==> src/design/sarde_pkg.sv <==
// Package for the signed add radix digit emitter.
// Shared widths, ASCII constants, control/status structs and the digit-to-char function.
// No dependencies.
package sarde_pkg;

    localparam int unsigned MAG_W   = 64;  // operand and magnitude width
    localparam int unsigned BASE_W  = 6;   // base register and digit width
    localparam int unsigned CHAR_W  = 7;   // ASCII character width
    localparam int unsigned DIV_CNT_W = 6; // one count per magnitude bit

    localparam logic [BASE_W-1:0] BASE_RESET = 6'd10;
    localparam logic [BASE_W-1:0] BASE_MIN   = 6'd2;
    localparam logic [BASE_W-1:0] BASE_MAX   = 6'd36;

    localparam logic [CHAR_W-1:0] CHAR_ZERO     = 7'd48;  // '0'
    localparam logic [CHAR_W-1:0] LETTER_OFFSET = 7'd55;  // 'A' - 10
    localparam logic [BASE_W-1:0] DIGIT_NINE    = 6'd9;

    localparam logic REQ_ADD = 1'b0;
    localparam logic REQ_SUB = 1'b1;

    // commands from the controller to the datapath
    typedef struct packed {
        logic load;      // capture the operands of an accepted transfer
        logic prep;      // form sign and magnitude, clear digit count
        logic div_step;  // one restoring division step
        logic store;     // write the remainder digit, start the next digit
        logic rd_issue;  // read the digit memory
        logic out_load;  // load the output register from the read data
        logic out_ovf;   // load the output register with the overflow result
        logic rd_next;   // move to the next less significant digit
    } t_cmd;

    // status from the datapath to the controller
    typedef struct packed {
        logic ovf;       // magnitude reached 2^64
        logic quot_zero; // quotient after the current division is zero
        logic cnt_full;  // digit memory is full after this store
        logic rd_last;   // read pointer is at the least significant digit
    } t_status;

    function automatic logic [CHAR_W-1:0] digit_to_char(input logic [BASE_W-1:0] d);
        logic [CHAR_W-1:0] dx;
        dx = {1'b0, d};
        if (d > DIGIT_NINE) begin
            return dx + LETTER_OFFSET;
        end
        return dx + CHAR_ZERO;
    endfunction

endpackage

==> src/design/sarde_if.sv <==
// Valid/ready channel interfaces for operands in and digits out.
// Depends on sarde_pkg for field widths.
interface sarde_in_if import sarde_pkg::*; ();
    logic             valid;
    logic             ready;
    logic             req_type;
    logic [MAG_W-1:0] operand_a;
    logic [MAG_W-1:0] operand_b;

    modport source (output valid, output req_type, output operand_a, output operand_b,
                    input ready);
    modport sink   (input valid, input req_type, input operand_a, input operand_b,
                    output ready);
endinterface

interface sarde_out_if import sarde_pkg::*; ();
    logic              valid;
    logic              ready;
    logic [CHAR_W-1:0] digit_char;
    logic              negative;
    logic              overflow;
    logic              is_last;

    modport source (output valid, output digit_char, output negative, output overflow,
                    output is_last, input ready);
    modport sink   (input valid, input digit_char, input negative, input overflow,
                    input is_last, output ready);
endinterface

==> src/design/signed_add_radix_digit_emitter.sv <==
// Top level of the signed add radix digit emitter: config register, controller, datapath.
// Depends on sarde_pkg, sarde_if, sarde_ctrl and sarde_dp.
//
// Usage:
//   i_in  (sink)  : one transfer carries req_type, operand_a, operand_b. req_type 0 adds,
//                   1 subtracts operand_b from operand_a; both are 64-bit two's complement.
//   o_out (source): one transfer per digit of the result magnitude, most significant first,
//                   as ASCII '0'-'9' / 'A'-'Z', with negative, overflow and is_last.
//                   A zero result gives a single unsigned "0". A magnitude of 2^64 gives
//                   one transfer with overflow and is_last set and digit_char '0'.
//   APB port      : register 0 (byte addresses 0-3) is the base, 6 bits, reset 10. Values
//                   below 2 act as 2, above 36 as 36. Other addresses read 0, ignore writes.
// Sequencing:
//   One operand transfer is taken at a time; ready is high only while idle.
//   The magnitude is formed first, then each digit is found by the bit-serial divider,
//   which retires one quotient bit per cycle over all 64 magnitude bits, then a store step.
//   Each digit is then read out through memory read, output load and transfer, the
//   transfer completing when the receiver is ready.
// Reset (synchronous, active low) returns to idle, drops o_out.valid and sets base 10.
// A stalled receiver simply holds the current digit in the output register.
module signed_add_radix_digit_emitter import sarde_pkg::*; #(
    parameter int unsigned MAX_DIGITS = 64
) (
    input  logic         i_clk,
    input  logic         i_rst_n,
    sarde_in_if.sink     i_in,
    sarde_out_if.source  o_out,
    input  logic         psel,
    input  logic         penable,
    input  logic         pwrite,
    input  logic [2:0]   paddr,
    input  logic [31:0]  pwdata,
    output logic [31:0]  prdata,
    output logic         pready
);

    localparam logic REG_BASE = 1'b0;  // word index of the base register

    logic [BASE_W-1:0] r_base;
    logic [BASE_W-1:0] eff_base;
    logic              cfg_wr;
    t_cmd              cmd;
    t_status           status;

    // APB: no wait states, word index is paddr[2]
    assign pready = 1'b1;
    assign cfg_wr = psel && penable && pwrite;
    assign prdata = (paddr[2] == REG_BASE) ? {{(32 - BASE_W){1'b0}}, r_base} : '0;

    always_ff @(posedge i_clk) begin
        if (!i_rst_n) begin
            r_base <= BASE_RESET;
        end else if (cfg_wr && (paddr[2] == REG_BASE)) begin
            r_base <= pwdata[BASE_W-1:0];
        end
    end

    // clamp to the supported range
    always_comb begin
        if (r_base < BASE_MIN) begin
            eff_base = BASE_MIN;
        end else if (r_base > BASE_MAX) begin
            eff_base = BASE_MAX;
        end else begin
            eff_base = r_base;
        end
    end

    sarde_ctrl u_ctrl (
        .i_clk       (i_clk),
        .i_rst_n     (i_rst_n),
        .i_in_valid  (i_in.valid),
        .o_in_ready  (i_in.ready),
        .o_out_valid (o_out.valid),
        .i_out_ready (o_out.ready),
        .i_status    (status),
        .o_cmd       (cmd)
    );

    sarde_dp #(
        .MAX_DIGITS (MAX_DIGITS)
    ) u_dp (
        .i_clk        (i_clk),
        .i_rst_n      (i_rst_n),
        .i_cmd        (cmd),
        .o_status     (status),
        .i_base       (eff_base),
        .i_req_type   (i_in.req_type),
        .i_operand_a  (i_in.operand_a),
        .i_operand_b  (i_in.operand_b),
        .o_digit_char (o_out.digit_char),
        .o_negative   (o_out.negative),
        .o_overflow   (o_out.overflow),
        .o_is_last    (o_out.is_last)
    );

endmodule

==> src/design/sarde_ctrl.sv <==
// Controller state machine: sequences load, magnitude, digit division and emission.
// Depends on sarde_pkg (t_cmd, t_status).
module sarde_ctrl import sarde_pkg::*; (
    input  logic    i_clk,
    input  logic    i_rst_n,
    input  logic    i_in_valid,
    output logic    o_in_ready,
    output logic    o_out_valid,
    input  logic    i_out_ready,
    input  t_status i_status,
    output t_cmd    o_cmd
);

    typedef enum logic [2:0] {
        S_IDLE, S_PREP, S_DIV, S_STORE, S_READ, S_LOAD, S_SEND
    } t_state;

    t_state                r_state, n_state;
    logic [DIV_CNT_W-1:0]  r_bit_cnt, n_bit_cnt;
    logic                  r_out_valid, n_out_valid;
    logic                  out_xfer;

    assign out_xfer    = r_out_valid && i_out_ready;
    assign o_in_ready  = (r_state == S_IDLE);
    assign o_out_valid = r_out_valid;

    always_comb begin
        n_state     = r_state;
        n_bit_cnt   = r_bit_cnt;
        n_out_valid = r_out_valid;
        o_cmd       = '0;
        unique case (r_state)
            S_IDLE: begin
                if (i_in_valid) begin
                    o_cmd.load = 1'b1;
                    n_state    = S_PREP;
                end
            end
            S_PREP: begin
                o_cmd.prep = 1'b1;
                n_state    = S_DIV;
                n_bit_cnt  = '0;
            end
            S_DIV: begin
                if (i_status.ovf) begin
                    o_cmd.out_ovf = 1'b1;
                    n_out_valid   = 1'b1;
                    n_state       = S_SEND;
                end else begin
                    o_cmd.div_step = 1'b1;
                    n_bit_cnt      = r_bit_cnt + 1'b1;
                    if (r_bit_cnt == '1) begin
                        n_state = S_STORE;
                    end
                end
            end
            S_STORE: begin
                o_cmd.store = 1'b1;
                n_bit_cnt   = '0;
                if (i_status.quot_zero || i_status.cnt_full) begin
                    n_state = S_READ;
                end else begin
                    n_state = S_DIV;
                end
            end
            S_READ: begin
                o_cmd.rd_issue = 1'b1;
                n_state        = S_LOAD;
            end
            S_LOAD: begin
                o_cmd.out_load = 1'b1;
                n_out_valid    = 1'b1;
                n_state        = S_SEND;
            end
            S_SEND: begin
                if (out_xfer) begin
                    n_out_valid = 1'b0;
                    if (i_status.ovf || i_status.rd_last) begin
                        n_state = S_IDLE;
                    end else begin
                        o_cmd.rd_next = 1'b1;
                        n_state       = S_READ;
                    end
                end
            end
            default: n_state = S_IDLE;
        endcase
    end

    always_ff @(posedge i_clk) begin
        if (!i_rst_n) begin
            r_state     <= S_IDLE;
            r_bit_cnt   <= '0;
            r_out_valid <= 1'b0;
        end else begin
            r_state     <= n_state;
            r_bit_cnt   <= n_bit_cnt;
            r_out_valid <= n_out_valid;
        end
    end

endmodule

==> src/design/sarde_dp.sv <==
// Datapath: sign/magnitude add, bit-serial divider by the base, digit memory, output register.
// Depends on sarde_pkg (widths, t_cmd, t_status, digit_to_char).
module sarde_dp import sarde_pkg::*; #(
    parameter int unsigned MAX_DIGITS = 64
) (
    input  logic              i_clk,
    input  logic              i_rst_n,
    input  t_cmd              i_cmd,
    output t_status           o_status,
    input  logic [BASE_W-1:0] i_base,
    input  logic              i_req_type,
    input  logic [MAG_W-1:0]  i_operand_a,
    input  logic [MAG_W-1:0]  i_operand_b,
    output logic [CHAR_W-1:0] o_digit_char,
    output logic              o_negative,
    output logic              o_overflow,
    output logic              o_is_last
);

    localparam int unsigned AW = (MAX_DIGITS > 1) ? $clog2(MAX_DIGITS) : 1;
    localparam int unsigned CW = $clog2(MAX_DIGITS + 1);
    localparam logic [CW-1:0] CNT_MAX = CW'(MAX_DIGITS);

    // operand capture
    logic             r_sub;
    logic [MAG_W-1:0] r_a, r_b;

    // working state
    logic             r_ovf;
    logic             r_neg;
    logic [MAG_W-1:0] r_quo;
    logic [BASE_W-1:0] r_rem;
    logic [CW-1:0]    r_cnt;
    logic [AW-1:0]    r_rd_idx;
    logic [BASE_W-1:0] r_rd_data;

    logic [BASE_W-1:0] digit_mem [MAX_DIGITS];

    // sign and magnitude
    logic             sa, sb;
    logic [MAG_W-1:0] ma, mb;
    logic [MAG_W:0]   sum;
    logic             a_ge_b;
    logic [MAG_W-1:0] mag;
    logic             neg;

    always_comb begin
        sa     = r_a[MAG_W-1];
        sb     = r_b[MAG_W-1] ^ (r_sub == REQ_SUB);
        ma     = r_a[MAG_W-1] ? (~r_a + 1'b1) : r_a;
        mb     = r_b[MAG_W-1] ? (~r_b + 1'b1) : r_b;
        sum    = {1'b0, ma} + {1'b0, mb};
        a_ge_b = (ma >= mb);
        if (sa == sb) begin
            mag = sum[MAG_W-1:0];
            neg = sa;
        end else if (a_ge_b) begin
            mag = ma - mb;
            neg = sa;
        end else begin
            mag = mb - ma;
            neg = sb;
        end
    end

    // restoring division step: shift in the next dividend bit, subtract if it fits
    logic [BASE_W:0]   shifted;
    logic [BASE_W+1:0] trial;
    logic              fits;
    logic [CW-1:0]     cnt_inc;

    assign shifted = {r_rem, r_quo[MAG_W-1]};
    assign trial   = {1'b0, shifted} - {2'b00, i_base};
    assign fits    = !trial[BASE_W+1];
    assign cnt_inc = r_cnt + 1'b1;

    assign o_status.ovf       = r_ovf;
    assign o_status.quot_zero = (r_quo == '0);
    assign o_status.cnt_full  = (cnt_inc >= CNT_MAX);
    assign o_status.rd_last   = (r_rd_idx == '0);

    always_ff @(posedge i_clk) begin
        if (i_cmd.load) begin
            r_sub <= i_req_type;
            r_a   <= i_operand_a;
            r_b   <= i_operand_b;
        end
        if (i_cmd.prep) begin
            r_quo <= mag;
            r_rem <= '0;
            // a zero result is never negative; the carry only counts on a true add
            r_neg <= neg && (((sa == sb) && sum[MAG_W]) || (mag != '0));
        end else if (i_cmd.div_step) begin
            r_quo <= {r_quo[MAG_W-2:0], fits};
            r_rem <= fits ? trial[BASE_W-1:0] : shifted[BASE_W-1:0];
        end else if (i_cmd.store) begin
            r_rem <= '0;
        end
        if (i_cmd.store) begin
            digit_mem[r_cnt[AW-1:0]] <= r_rem;
        end
        if (i_cmd.rd_issue) begin
            r_rd_data <= digit_mem[r_rd_idx];
        end
        if (i_cmd.out_ovf) begin
            o_digit_char <= CHAR_ZERO;
            o_negative   <= r_neg;
            o_overflow   <= 1'b1;
            o_is_last    <= 1'b1;
        end else if (i_cmd.out_load) begin
            o_digit_char <= digit_to_char(r_rd_data);
            o_negative   <= r_neg;
            o_overflow   <= 1'b0;
            o_is_last    <= (r_rd_idx == '0);
        end
    end

    // control state: overflow flag, digit count, read pointer
    always_ff @(posedge i_clk) begin
        if (!i_rst_n) begin
            r_ovf    <= 1'b0;
            r_cnt    <= '0;
            r_rd_idx <= '0;
        end else begin
            if (i_cmd.prep) begin
                r_ovf <= (sa == sb) && sum[MAG_W];
                r_cnt <= '0;
            end
            if (i_cmd.store) begin
                r_cnt    <= cnt_inc;
                r_rd_idx <= r_cnt[AW-1:0];
            end else if (i_cmd.rd_next) begin
                r_rd_idx <= r_rd_idx - 1'b1;
            end
        end
    end

endmodule
==> src/flat_wrapper.sv <==
// flat-port wrapper written by rule: the top's interface ports become plain ports
module signed_add_radix_digit_emitter_flat import sarde_pkg::*;
#(
    parameter int unsigned MAX_DIGITS = 64
)
  (i_clk, i_rst_n, psel, penable, pwrite, paddr, pwdata, prdata, pready, i_in_valid, i_in_req_type, i_in_operand_a, i_in_operand_b, i_in_ready, o_out_valid, o_out_digit_char, o_out_negative, o_out_overflow, o_out_is_last, o_out_ready);
  sarde_in_if i_in_i ();
  sarde_out_if o_out_i ();
  input  logic i_clk;
  input  logic i_rst_n;
  input  logic psel;
  input  logic penable;
  input  logic pwrite;
  input  logic [2:0] paddr;
  input  logic [31:0] pwdata;
  output logic [31:0] prdata;
  output logic pready;
  input wire logic [$bits(i_in_i.valid)-1:0] i_in_valid;
  input wire logic [$bits(i_in_i.req_type)-1:0] i_in_req_type;
  input wire logic [$bits(i_in_i.operand_a)-1:0] i_in_operand_a;
  input wire logic [$bits(i_in_i.operand_b)-1:0] i_in_operand_b;
  output wire logic [$bits(i_in_i.ready)-1:0] i_in_ready;
  output wire logic [$bits(o_out_i.valid)-1:0] o_out_valid;
  output wire logic [$bits(o_out_i.digit_char)-1:0] o_out_digit_char;
  output wire logic [$bits(o_out_i.negative)-1:0] o_out_negative;
  output wire logic [$bits(o_out_i.overflow)-1:0] o_out_overflow;
  output wire logic [$bits(o_out_i.is_last)-1:0] o_out_is_last;
  input wire logic [$bits(o_out_i.ready)-1:0] o_out_ready;
  assign i_in_i.valid = i_in_valid;
  assign i_in_i.req_type = i_in_req_type;
  assign i_in_i.operand_a = i_in_operand_a;
  assign i_in_i.operand_b = i_in_operand_b;
  assign i_in_ready = i_in_i.ready;
  assign o_out_valid = o_out_i.valid;
  assign o_out_digit_char = o_out_i.digit_char;
  assign o_out_negative = o_out_i.negative;
  assign o_out_overflow = o_out_i.overflow;
  assign o_out_is_last = o_out_i.is_last;
  assign o_out_i.ready = o_out_ready;
  signed_add_radix_digit_emitter #(.MAX_DIGITS(MAX_DIGITS)) u_core (.i_clk(i_clk), .i_rst_n(i_rst_n), .i_in(i_in_i), .o_out(o_out_i), .psel(psel), .penable(penable), .pwrite(pwrite), .paddr(paddr), .pwdata(pwdata), .prdata(prdata), .pready(pready));
endmodule
==> config.mk <==
export PLATFORM = sky130hd
export DESIGN_NAME = signed_add_radix_digit_emitter_flat
export DESIGN_NICKNAME = d
export VERILOG_FILES = /design/src/design/sarde_pkg.sv /design/src/design/sarde_if.sv /design/src/design/signed_add_radix_digit_emitter.sv /design/src/design/sarde_ctrl.sv /design/src/design/sarde_dp.sv /design/src/flat_wrapper.sv
export SDC_FILE = /design/constraint.sdc
export NUM_CORES = 1
export LEC_CHECK = 0
export BUFFER_PORTS_ARGS = -buffer_cell sky130_fd_sc_hd__buf_4
export CORE_AREA = 2 2 300 302
export DETAILED_ROUTE_END_ITERATION = 10
export DIE_AREA = 0 0 302 304
export GPL_ROUTABILITY_DRIVEN = 0
export PLACE_DENSITY = 0.68
export SYNTH_ARGS = -nofsm -noshare
export SYNTH_HDL_FRONTEND = slang
export SYNTH_HIERARCHICAL = 1
export SYNTH_SLANG_ARGS = --single-unit
==> constraint.sdc <==
create_clock -name i_clk -period 9.6 [get_ports i_clk]
set_input_delay 1.44 -clock i_clk [delete_from_list [all_inputs] [get_ports i_clk]]
set_output_delay 1.44 -clock i_clk [all_outputs]
set_load 0.1 [all_outputs]
==> results of run 1 <==
==> cell families (layout without fill, tap and decap cells) <==
| logic type | after synthesis | count (layout) | share of synthesized area, % |
|---|---|---|---|
| other | 2 | 27 | 0.01899 |
| DFF | 630 | 630 | 46.70 |
| and+or+nand+nor | 1075 | 1075 | 13.62 |
| adders and majority gates | 212 | 212 | 6.777 |
| muxes | 155 | 155 | 7.786 |
| buffers and inverters | 462 | 601 | 4.679 |
| AOI/OAI and AO/OA | 994 | 994 | 16.21 |
| xor gates and xnor gates | 190 | 190 | 4.208 |
==> worst min-delay path, stage by stage (launching register included) <==
cell and delay (ns):
dfxtp_1 0.31, nand2_1 0.06, a21oi_1 0.05
==> final timing paths <==
kind / startpoint / endpoint / slack, ns / cells past startpoint
worst max register to register: u_core/u_dp/r_a[4] / u_core/u_dp/r_neg / 0.31 / 27
worst max-delay path: u_core/u_dp/r_a[4] / u_core/u_dp/r_neg / 0.31 / 27
worst min register to register: u_core/u_dp/o_digit_char[3] / u_core/u_dp/o_digit_char[3] / 0.46 / 2
worst min-delay path: u_core/u_dp/o_digit_char[3] / u_core/u_dp/o_digit_char[3] / 0.46 / 2
==> through the flow <==
stage / setup TNS, ns / power (W) / setup WS, ns / cells
4_1_cts: 0 / 0.01386 / 0.03947 / 5060
3_5_place_dp: -0.1541 / 0.01105 / -0.1541 / 4933
3_3_place_gp: -0.05261 / 0.01099 / -0.05261 / 4933
6_report: 0 / 0.01407 / 0.3068 / 5060
5_1_grt: -0.01348 / 0.01480 / -0.01348 / 5060
2_1_floorplan: 0 / 0.008797 / 1.227 / 3745
==> synth_stat cells, types with 7 or more instances <==
library cell / instances
buf_4: 28
and2_1: 20
o21a_1: 26
edfxtp_1: 585
o31ai_1: 111
dfxtp_1: 45
xor2_1: 51
a31oi_1: 38
mux2_2: 11
a21o_1: 30
nor2_1: 332
o41a_1: 9
nand2b_1: 35
a21oi_1: 340
or4_1: 31
and3_1: 12
o2111ai_1: 7
o41ai_1: 20
a21boi_0: 23
mux2i_1: 23
a211oi_1: 29
o311ai_0: 8
o22ai_1: 8
a221oi_1: 8
nand2_1: 194
nor4_1: 86
nor2b_1: 44
nor3b_1: 11
o211ai_1: 31
nor3_1: 87
nand3_1: 76
buf_1: 39
or2_2: 20
o31a_1: 29
o21bai_1: 33
clkbuf_1: 149
o21ai_0: 160
xnor2_1: 139
a2111oi_0: 13
mux4_2: 121
o221ai_1: 9
ha_1: 207
or3_1: 23
inv_1: 236
nand4_1: 58
==> final cells by class <==
type / instances / area, µm² / share of cell area [%]
Clock buffer: 76 / 1774 / 3.991
Inverter: 242 / 908.4 / 2.043
Timing Repair Buffer: 232 / 1779 / 4.002
Tap cell: 1176 / 1471 / 3.310
Clock inverter: 51 / 609.3 / 1.371
Sequential cell: 630 / 18480 / 41.58
Multi-Input combinational cell: 2653 / 19430 / 43.70
==> flip-flops by register name, summed over array words and instances, names as in the netlist, 7 cells and up <==
name	cells
u_core/u_dp/r_a	64
u_core/u_dp/r_cnt	7
u_core/u_dp/digit_mem	384
u_core/u_dp/o_digit_char	7
u_core/u_dp/r_quo	64
u_core/u_dp/r_b	64
==> per-layer routing <==
metal | wire length [µm] | track usage [%] | part of all wire, % | vias to the layer above
met5 | 0 | 0 | 0 | -
met4 | 5369 | 10.09 | 4.8 | 0
met3 | 9483 | 4.348 | 8.4 | 361
met2 | 52970 | 39.45 | 47 | 1637
met1 | 45010 | 31.70 | 40 | 15070
li1 | - | - | - | 14240
==> power by group <==
group          total, W  switching (W)  internal (W)
registers       0.00382       0.000238       0.00359
clock network   0.00275        0.00114       0.00160
logic           0.00750        0.00512       0.00238
==> flow_summary.toml, run 1 <==
[grt]
gr-total-overflow = 0
antenna_found_initial = 0
grt_start_max_net_pins = 119
grt_pass1_wl_um = 174500
track_usage_pct = 24.19
grt_pass1_vias = 30090

[synthesis]
synth_top_cells_by_area = "edfxtp_1, mux4_2, ha_1"
synth_flop_cell = "edfxtp_1"
synth.top_cell.area_share_pct = 44.42
syn_inst = 3720
ys_seq_elements = 630
ys_seq_area_share_pct = 46.70
synth_edf_count = 585
avgSynthCellArea_um2 = 10.63
synth_area_leader_cell = "edfxtp_1"
yosys_warnings = 6
synth_cell_type_count = 90
synth_area_mm2 = 0.03955
synthArstFlopShare_pct = 0

[die]
fp.dieH_um = 304
die_w_um = 302
dieArea_mm2 = 0.09181
ios = 216
row_count = 110
start_util_pct = 44.41
core_area_mm2 = 0.08905

[finish]
n_fill_cell = 7946
area_growth_pct = 12.40
n_antenna_cell = 0
mostFrequentLayoutCell = "edfxtp_1"
mostFrequentLayoutCells = "edfxtp_1, a21oi_1, nor2_1, inv_1, buf_4"
final_cell_area_mm2 = 0.04445
drive_gt1_share_pct = 14.24
nNetsFinal = 4210
final_util_pct = 49.92

[worst_setup_path]
max_stage_delay_ns = 0.81
worstSetupEndpointType = "flip-flop"
crit_fanout = 6
crit_buf_inv = 2
cpLargestDelayFamily = "simple AND/OR/NAND/NOR gates"
crit_top_cell = "or3_4"
worstPathArrival_ns = 9.67
cp-start-kind = "flip-flop"
slowest_stage = "nor3_1"
required_ns = 9.98
critical_path_class = "flip-flop to flip-flop"

[routing]
viasPerCell = 6.186
drtAntennaViolNets = 0
wl_per_cell_um = 22.30
post-route-drc-count = 0
wirelength_um = 112800
drt_iter0_markers = 3580
dr.pass1.iters = 8
num_vias = 31300

[cts]
clockBufferDepth = 3
cts-root-buf = "clkbuf_16"
cts_made_buffers = 69
htree_levels = 3
path_clk_slew_ns = 0.06
cts_resized = 3
cts_tree = "built"
cts_setup_buffers = 0
cts_sinks = 630
ctsHoldBuffers = 0
clk_latency_ns = 0.65

[sta]
fin_crit_ns = 9.293
slew_headroom_pct = 9.727
tightest_slew_ns = 1.343
max_freq_mhz = 107.6
clock_skew_ns = 0.03222
hold_violations = 0
setup_viol = 0
slew_violations = 0
hold_slack_ns = 0.4627
fin_crit_sh_pct = 96.80

[pwr]
ir_drop_uv = 185.4
p_leak_nw = 15.82
p_per_area_mw_per_mm2 = 316.6

[hold_path]
hold_class = "flip-flop to flip-flop"

[placement]
post-dp-hpwl_um = 82060
place_area_mm2 = 0.04201
numPortBuffers = 160

[job]
maxCapViolCount = 0

[run_status]
status = "completed"
No activity file was read; power rests on OpenSTA's default activity.
==> run 2, diff against run 1 <==
--- a/config.mk
+++ b/config.mk
@@ -6,12 +6,11 @@
 export NUM_CORES = 1
 export LEC_CHECK = 0
 export BUFFER_PORTS_ARGS = -buffer_cell sky130_fd_sc_hd__buf_4
-export CORE_AREA = 2 2 300 302
+export CORE_AREA = 2 2 299 301
 export DETAILED_ROUTE_END_ITERATION = 10
-export DIE_AREA = 0 0 302 304
+export DIE_AREA = 0 0 301 303
 export GPL_ROUTABILITY_DRIVEN = 0
 export PLACE_DENSITY = 0.68
 export SYNTH_ARGS = -nofsm -noshare
 export SYNTH_HDL_FRONTEND = slang
-export SYNTH_HIERARCHICAL = 1
 export SYNTH_SLANG_ARGS = --single-unit
==> constraint.sdc (replaced) <==
create_clock -name i_clk -period 9.6 [get_ports i_clk]
set_input_delay 0.96 -clock i_clk [delete_from_list [all_inputs] [get_ports i_clk]]
set_output_delay 0.96 -clock i_clk [all_outputs]
set_load 0.1 [all_outputs]
==> run 2 against run 1 <==
Effect of this change: die area down 0.66%; power fell by 2.2%; wire length down 1.1%; global-route usage decreased by 0.099 points; critical endpoint is now u_core.u_dp.r_neg; register-to-register slack better by 0.10 ns; first-iteration DRC count fell by 0.14%; worst hold slack got worse by 0.011 ns; final area increased by 0.27%; count of clock-buffer cells in the layout grew 12.
==> flow_summary.toml, run 2 <==
[run_status]
status = "completed"

[finish]
n_antenna_cell = 0
nNetsFinal = 4284
n_fill_cell = 7869
drive_gt1_share_pct = 15.11
largest_register_ff_count = 384
mostFrequentLayoutCells = "edfxtp_1, buf_4, nand2_1, a21oi_1, nor2_1"
mostFrequentLayoutCell = "edfxtp_1"
area_growth_pct = 13.80
seq_area_mm2 = 0.01848
multi_input_area_mm2 = 0.01909

[hold_path]
hold_class = "flip-flop to flip-flop"
min_from = "u_core.u_dp.o_overflow"
holdPathStages = 2
hold-path-endpoint = "u_core.u_dp.o_overflow"

[pwr]
ir_drop_uv = 189.3
p_leak_nw = 16.16
p_per_area_mw_per_mm2 = 308.7

[synthesis]
yosys_warnings = 0
ys_seq_elements = 630
synth.top_cell.area_share_pct = 44.85
synth.most_common_cell = "edfxtp_1"
synth_area_leader_cell = "edfxtp_1"
synthTopCellsByCount = "edfxtp_1, nand2_1, a21oi_1"
avgSynthCellArea_um2 = 10.57
synth_edf_count = 585
synth_flop_cell = "edfxtp_1"
synth_top_cells_by_area = "edfxtp_1, ha_1, mux4_2"
synthArstFlopShare_pct = 0
syn_inst = 3707
synth_cell_type_count = 87
ys_seq_area_share_pct = 47.15
synth_area_mm2 = 0.03917

[grt]
antenna_found_initial = 1
track_usage_pct = 24.09
grt_pass1_wl_um = 171500
grt_pass1_vias = 29780
grt_start_max_net_pins = 119
gr-total-overflow = 0

[sta]
setup_viol = 0
hold_slack_ns = 0.4513
grt_setup_unrepaired = "false"
slew_headroom_pct = 19.75
fin_crit_ns = 9.194
hold_violations = 0
max_freq_mhz = 108.8
finalSetupTns_ns = 0
slew_violations = 0
clock_skew_ns = 0.03589
tightest_slew_ns = 1.189
fin_crit_sh_pct = 95.77

[worst_setup_path]
required_ns = 9.98
crit_buf_inv = 6
worstPathArrival_ns = 9.58
max_stage_delay_ns = 0.57
slowest_stage = "or4_4"
rrSetupSlack_ns = 0.41
cp-start-kind = "flip-flop"
crit_fanout = 19
r2r_end = "u_core.u_dp.r_neg"
worstSetupEndpointType = "flip-flop"
worst-r2r-cell-count = 32
critical_path_class = "flip-flop to flip-flop"
r2r-start = "u_core.u_dp.r_a[6]"
crit_top_cell = "buf_4"
cpLargestDelayFamily = "simple AND/OR/NAND/NOR gates"

[placement]
post-dp-hpwl_um = 81830
numPortBuffers = 160

[cts]
path_clk_slew_ns = 0.07
cts_tree = "built"
cts_made_buffers = 70
clk_latency_ns = 0.64
htree_levels = 3
clockBufferDepth = 3
cts_sinks = 630
cts_setup_buffers = 0
cts-root-buf = "clkbuf_16"

[die]
start_util_pct = 44.52
dieArea_mm2 = 0.09120
row_count = 109
ios = 216
fp.dieH_um = 303
die_w_um = 301
core_area_mm2 = 0.08797

[routing]
num_vias = 31110
wl_per_cell_um = 21.79
wirelength_um = 111600
dr.pass1.iters = 6
post-route-drc-count = 0
viasPerCell = 6.074
drtAntennaViolNets = 0
drt_iter0_markers = 3575

[job]
maxCapViolCount = 0
run 2: cell count changes in the layout (fill, tap and decap cells not counted), moves of 18 or more:
| cell | delta |
|---|---|
| a21oi_1 | -60 |
| xnor2_1 | +18 |
| nor2_1 | -57 |
| o21ai_0 | +78 |
| buf_4 | +83 |
| o31ai_1 | -32 |
| mux2i_1 | +18 |
| o31a_1 | -18 |
| nand2_1 | +94 |
run 2: worst max-delay path by stage:
stage	start	end	slack [ns]	cells after the start
4_1_cts	u_core.u_dp.r_a[6]	u_core.u_dp.r_neg	0.16	31
5_1_grt	u_core.u_dp.r_a[6]	u_core.u_dp.r_neg	0.03	32
3_5_place_dp	u_core.u_dp.r_a[6]	u_core.u_dp.r_neg	0.26	31
2_1_floorplan	u_core.u_dp.r_a[4]	u_core.u_dp.r_neg	1.11	30
3_3_place_gp	u_core.u_dp.r_a[6]	u_core.u_dp.r_neg	0.24	31
6_report	u_core.u_dp.r_a[6]	u_core.u_dp.r_neg	0.41	32
run 2: what timing repair did:
item	4_1_cts	5_1_grt
endpoints found under the hold margin	0	0
hold buffers	0	0
resized for setup	0	10
setup endpoints to repair	0	1
run 2: power by group:
group          switching (W)  total, W  internal (W)
registers           0.000215   0.00378       0.00357
clock network        0.00113   0.00265       0.00152
logic                0.00477   0.00733       0.00256
run 2: metrics by stage:
step | utilization [%] | worst slack, ns | cell area (µm²) | total power (W) | instances
after floorplan | - | 1.111 | 39260 | 0.008488 | 3732
after global placement | 48.04 | 0.2371 | 42260 | 0.01082 | 4995
after detailed placement | 48.04 | 0.2567 | 42260 | 0.01088 | 4995
after CTS | 50.61 | 0.1588 | 44520 | 0.01357 | 5122
after global routing | 50.67 | 0.03073 | 44570 | 0.01449 | 5122
final | 50.67 | 0.4065 | 44570 | 0.01376 | 5122
run 2: area by class of cell:
type	count	area share, %
Sequential cell	630	41.47
Timing Repair Buffer	315	5.390
Tap cell	1165	3.270
Clock inverter	39	0.9067
Multi-Input combinational cell	2650	42.83
Inverter	235	1.979
Clock buffer	88	4.152
run 2: worst register-to-register path, delay by kind of cell, from the launching register on:
kind            cells  cell delay [ns]
simple gates       19             6.00
buf+inv             6             0.94
compound gates      4             0.71
xor+xnor            2             0.55
flops               1             0.40
fa+ha+maj           1             0.32
run 2: routing by layer:
metal / track usage (%) / part of all wire (%)
met1: 31.65 / 40
met2: 40.01 / 47
met3: 4.082 / 8.3
met4: 9.109 / 4.0
met5: 0 / 0
run 2: cells by family after synthesis:
family                   synth area share [%]
other                                 0.01918
adder cells (fa/ha/maj)                 6.817
AND/OR/NAND/NOR                         13.43
AO/OA/AOI/OAI                           16.27
flip-flops                              47.15
multiplexers                            7.402
buffers and inverters                   4.594
XOR/XNOR                                4.316
